===== config.mk =====
export PLATFORM = sky130hd
export DESIGN_NAME = pbo_div
export DESIGN_NICKNAME = d
export VERILOG_FILES = /design/src/rtl/pbo_pkg.sv /design/src/rtl/pbo_div.sv
export SDC_FILE = /design/constraint.sdc
export NUM_CORES = 1
export LEC_CHECK = 0
export BUFFER_PORTS_ARGS = -buffer_cell sky130_fd_sc_hd__buf_2
export CAP_MARGIN = 25
export CORE_MARGIN = 4
export CORE_UTILIZATION = 54
export DETAILED_ROUTE_END_ITERATION = 16
export PLACE_DENSITY = 0.78
export SLEW_MARGIN = 25
export SYNTH_ARGS = -nofsm -noshare
export SYNTH_HDL_FRONTEND = slang
export SYNTH_SLANG_ARGS = --single-unit

===== constraint.sdc =====
create_clock -name clk -period 4.07 [get_ports clk]
set_clock_uncertainty 0.05 [all_clocks]
set_input_delay 1.0175 -clock clk [delete_from_list [all_inputs] [get_ports clk]]
set_output_delay 1.0175 -clock clk [all_outputs]
set_load 0.05 [all_outputs]

===== src/rtl/pbo_pkg.sv =====
// Shared constants and types for the polygon versus box overlap block.
// Used by pbo_div, polygon_box_overlap_test_unit and its bench; depends on nothing.
package pbo_pkg;

  localparam int MAX_VERTICES = 8;
  localparam int FRAC_BITS    = 16;
  localparam int VIDX_W       = $clog2(MAX_VERTICES);
  localparam int CNT_W        = 4;
  localparam int COORD_W      = 32;
  localparam int HALF_W       = 31;
  // working width for differences, sums and clip offsets
  localparam int WIDE_W       = 40;
  // dividend magnitude: numerator scaled by one
  localparam int DVD_W        = WIDE_W + FRAC_BITS;
  localparam int DCNT_W       = $clog2(DVD_W);
  localparam int Q_W          = DVD_W + 2;
  localparam int MUL_A_W      = 34;
  localparam int MUL_B_W      = FRAC_BITS + 2;
  localparam int PROD_W       = MUL_A_W + MUL_B_W;

  localparam logic [1:0] OP_START  = 2'd0;
  localparam logic [1:0] OP_APPEND = 2'd1;
  localparam logic [1:0] OP_TEST   = 2'd2;

  typedef logic signed [WIDE_W-1:0] wide_t;
  typedef logic signed [Q_W-1:0]    quo_t;
  typedef logic [2:0][COORD_W-1:0]  vtx_t;

endpackage


===== src/rtl/pbo_div.sv =====
// Iterative signed fixed-point divider: (num * 2^FRAC_BITS) / den, truncated toward zero.
// One quotient bit per cycle; depends on pbo_pkg.
module pbo_div import pbo_pkg::*; (
  input  logic  clk,
  input  logic  rst_n,
  input  logic  start,
  input  wide_t num,
  input  wide_t den,
  output logic  busy,
  output logic  done,
  output quo_t  quo
);

  logic              busy_r, done_r, neg_r;
  logic [DCNT_W-1:0] cnt_r;
  logic [DVD_W-1:0]  dvd_r, quo_r;
  logic [WIDE_W-1:0] dsr_r, rem_r;
  logic [WIDE_W-1:0] num_mag, den_mag;
  logic [WIDE_W:0]   trial;
  logic              ge;

  // magnitudes of the operands
  assign num_mag = num[WIDE_W-1] ? WIDE_W'(-num) : WIDE_W'(num);
  assign den_mag = den[WIDE_W-1] ? WIDE_W'(-den) : WIDE_W'(den);

  // restoring step
  assign trial = {rem_r, dvd_r[DVD_W-1]};
  assign ge    = trial >= {1'b0, dsr_r};

  // control
  always_ff @(posedge clk) begin
    if (!rst_n) begin
      busy_r <= 1'b0;
      done_r <= 1'b0;
      cnt_r  <= '0;
    end else begin
      done_r <= 1'b0;
      if (start && !busy_r) begin
        busy_r <= 1'b1;
        cnt_r  <= '0;
      end else if (busy_r) begin
        cnt_r <= cnt_r + 1'b1;
        if (cnt_r == DCNT_W'(DVD_W - 1)) begin
          busy_r <= 1'b0;
          done_r <= 1'b1;
        end
      end
    end
  end

  // datapath
  always_ff @(posedge clk) begin
    if (start && !busy_r) begin
      dvd_r <= {num_mag, FRAC_BITS'(0)};
      dsr_r <= den_mag;
      rem_r <= '0;
      quo_r <= '0;
      neg_r <= num[WIDE_W-1] ^ den[WIDE_W-1];
    end else if (busy_r) begin
      rem_r <= ge ? WIDE_W'(trial - {1'b0, dsr_r}) : trial[WIDE_W-1:0];
      dvd_r <= {dvd_r[DVD_W-2:0], 1'b0};
      quo_r <= {quo_r[DVD_W-2:0], ge};
    end
  end

  assign busy = busy_r;
  assign done = done_r;
  assign quo  = neg_r ? -$signed({2'b00, quo_r}) : $signed({2'b00, quo_r});

endmodule


==> impl_metrics.env <==
export IMPL_status="complete, but fails checks"
export IMPL_violations="negative setup slack"
export IMPL_fin_hold_ws_ns=0.432
export IMPL_setup_viol=24
export IMPL_cp_end_kind="primary output"
export IMPL_relSlewSlack_pct=39.8
export IMPL_syn_to_final_growth_pct=21.1
export IMPL_clkTransAtPathRegs_ns=0.07
export IMPL_num_vias=10300
export IMPL_clock_fmax_mhz=220
export IMPL_endpoint="quo[39]"
export IMPL_rsz0062_at_grt="true"
export IMPL_grt_usage_pct=22.4
export IMPL_cts_tree="yes"
export IMPL_cp_slowest_stage_delay_ns=0.53
export IMPL_yosysTopAreaCellShare_pct=21.0
export IMPL_seqPwrFrac_pct=28.8
export IMPL_yosys_area_top_type="edfxtp_1"
export IMPL_clk_latency_ns=0.43
export IMPL_synth_cell_types=70
export IMPL_r2r_slack_ns=0.50
export IMPL_cts_root_buffer="clkbuf_16"
export IMPL_p_comb_share_pct=52.6
export IMPL_place_congestion=0.934
export IMPL_numClockSinks=185
export IMPL_clkPwrFrac_pct=18.6
export IMPL_maxCapViolations=0
export IMPL_drive_above_1_share_pct=20.4
export IMPL_grt_overflow_total=0
export IMPL_worstPathRequired_ns=3.00
export IMPL_synth_edf_count=81
export IMPL_postRouteAntennaNets=0
export IMPL_final_util_pct=66.5
export IMPL_r2r_start="dsr_r[4]"
export IMPL_grt_max_degree=80
export IMPL_crit_start="quo_r[22]"
export IMPL_hold_path_class="reg2reg"
export IMPL_seq_area_frac_synth_pct=39.0
export IMPL_worstPathArrival_ns=3.48
export IMPL_setup_slack_ns=-0.474
export IMPL_dieHeight_um=154
export IMPL_wire_per_inst_um=15.1
export IMPL_drt_iter0_markers=663
export IMPL_die_area_sq_mm=0.0239
export IMPL_wirelength_um=27300
export IMPL_slew_violations=0
export IMPL_antenna_found_initial=0
export IMPL_synthTopCellsByArea="edfxtp_1 (21%), dfxtp_1 (18%), xnor2_1 (9.4%), o21ai_0 (8.7%), nand2_1 (8.0%)"
export IMPL_worstMarginPinSlew_ns=0.902
export IMPL_syn_area_per_cell_sq_um=8.48
export IMPL_p_int_mw=4.83
export IMPL_final_fill_count=1660
export IMPL_dp_hpwl_um=19600
export IMPL_portBuffers=142
export IMPL_period_share_pct=112
export IMPL_critPathKind="reg2out"
export IMPL_final_common_cell="nand2_1"
export IMPL_yosys_warnings=0
export IMPL_num_antenna_cells=0
export IMPL_via_per_inst=5.69
export IMPL_async_flop_share_pct=0
export IMPL_synth_area_sq_mm=0.0116
export IMPL_cts_htree_levels=4
export IMPL_ys_ff_latch=185
export IMPL_worstHoldStart="rem_r[15]"
export IMPL_cts_buffers=17
export IMPL_drc=0
export IMPL_stdcell_count=1813
export IMPL_cp_cell_sequence="or4_4, or4_4, or2_0, or2_1, or4_4, buf_4, o41ai_4, buf_4, xnor2_2, buf_6"
export IMPL_final_cell_mix="nand2_1 (241), o21ai_0 (196), buf_2 (113)"
export IMPL_worstRegToRegCells=12
export IMPL_worstPathMaxFanout=3
export IMPL_grt_pass1_vias=9531
export IMPL_netlist_instances=1366
export IMPL_synth_nets=1494
export IMPL_r2r_end="rem_r[39]"
export IMPL_nets=1653
export IMPL_p_switching_mw=3.59
export IMPL_cpMostUsedCell="or4_4"
export IMPL_io_pins=143
export IMPL_dp_slack_ns=-0.192
export IMPL_dr_pass1_iters=6
export IMPL_leakagePower_nw=5.87
export IMPL_hold_violations=0
export IMPL_ir_worst_vdd_mv=0.410
export IMPL_cp_start_kind="register"
export IMPL_coreArea_sq_mm=0.0211
export IMPL_p_per_area_mw_per_mm2=600
export IMPL_ys_flop_type="dfxtp_1"
export IMPL_rows=53
export IMPL_cts_buffer_depth=2
export IMPL_switching_share_pct=42.6
export IMPL_cpMaxStageDelayCell="or4_4"
export IMPL_start_util_pct=54.9
export IMPL_die_w_um=154
export IMPL_numPlacedInstances=1781
export IMPL_grt_pass1_wl_um=45000
export IMPL_layout_min_cycle_time_ns=4.54
==> synthesized netlist by cell type (all sizes together), types with 3 or more instances <==
cell    number
ha          44
nand2b      13
nor2        55
a211oi       4
a31oi        3
dfxtp      104
inv         61
edfxtp      81
nor4        11
o41ai       20
nand3b       3
a21oi       65
nand3       16
nor2b        3
xnor2      124
a22oi        8
o21ai      202
a21o        23
or3          8
a32oi        7
xor2        46
clkbuf      58
or2          6
or4         25
buf         10
nor3        11
nand4       12
nand2      247
o21bai       7
o31ai       30
mux2i       16
and2         4
==> area by class of cell <==
cell class              instances  area [sq um]  area share, %
clock buffers                  21           483           3.44
well taps                     275           344           2.45
repair buffers                208          1360           9.68
inverters                      63           239           1.70
flip-flops and latches        185          4520           32.2
multi-input cells            1050          7000           49.9
clock inverters                11          81.3          0.580
==> timing repair <==
item,4_1_cts,5_1_grt
hold buffers,0,0
resized for setup,73,25
setup endpoints to repair,27,29
pin swaps,11,7
buffers inserted,0,1
==> stage by stage <==
| step | total power, mW | TNS [ns] | cell area (sq um) |
|---|---|---|---|
| after floorplan | 5.54 | -0.268 | 11800 |
| after global placement | 6.47 | -1.00 | 13100 |
| after detailed placement | 6.56 | -2.01 | 13100 |
| after CTS | 8.34 | -7.73 | 13900 |
| after global routing | 8.94 | -10.52 | 14000 |
| final | 8.42 | -7.66 | 14000 |
==> worst min-delay path by stage <==
stage / to / slack (ns) / cells after the start
6_report: rem_r[15] / 0.43 / 2
4_1_cts: rem_r[21] / 0.44 / 2
2_1_floorplan: rem_r[21] / 0.40 / 2
3_5_place_dp: rem_r[21] / 0.43 / 2
3_3_place_gp: rem_r[8] / 0.42 / 2
5_1_grt: rem_r[18] / 0.46 / 2
==> power groups by stage <==
stage	clock [mW]	combinational, mW	sequential, mW
after floorplan	0	3.15	2.40
after global placement	0	4.03	2.45
after detailed placement	0	4.10	2.46
after CTS	1.60	4.31	2.42
after global routing	1.68	4.81	2.46
final	1.57	4.43	2.43
==> per-layer routing <==
metal,wire [um],track usage [%],up-vias
met2,12700,36.8,312
met1,12700,31.0,4767
met5,0,0,-
met4,385,5.38,0
met3,1500,3.92,39
li1,-,-,5189
==> sequential cells by signal, indices dropped and copies added, names as in the netlist <==
signal / flops
rem_r: 40
dvd_r: 40
quo_r: 56
dsr_r: 40
done: 1
busy: 1
neg_r: 1
cnt_r: 6
==> critical path: cells and delay by family (launching register included) <==
family	cells	cell delay, ns
and+or+nand+nor	5	1.87
buffers and inverters	3	0.54
AOI/OAI and AO/OA	1	0.19
DFF	1	0.32
xor gates and xnor gates	1	0.12
==> kinds of logic after synthesis <==
logic type / count (synthesis) / share of synthesized area (%)
buffers and inverters: 131 / 4.29
xor gates and xnor gates: 170 / 12.9
and+or+nand+nor: 425 / 16.8
muxes: 18 / 1.58
adders and majority gates: 45 / 4.93
DFF: 185 / 39.0
AOI/OAI and AO/OA: 392 / 20.6
No activity file was read; power rests on OpenSTA's default activity.
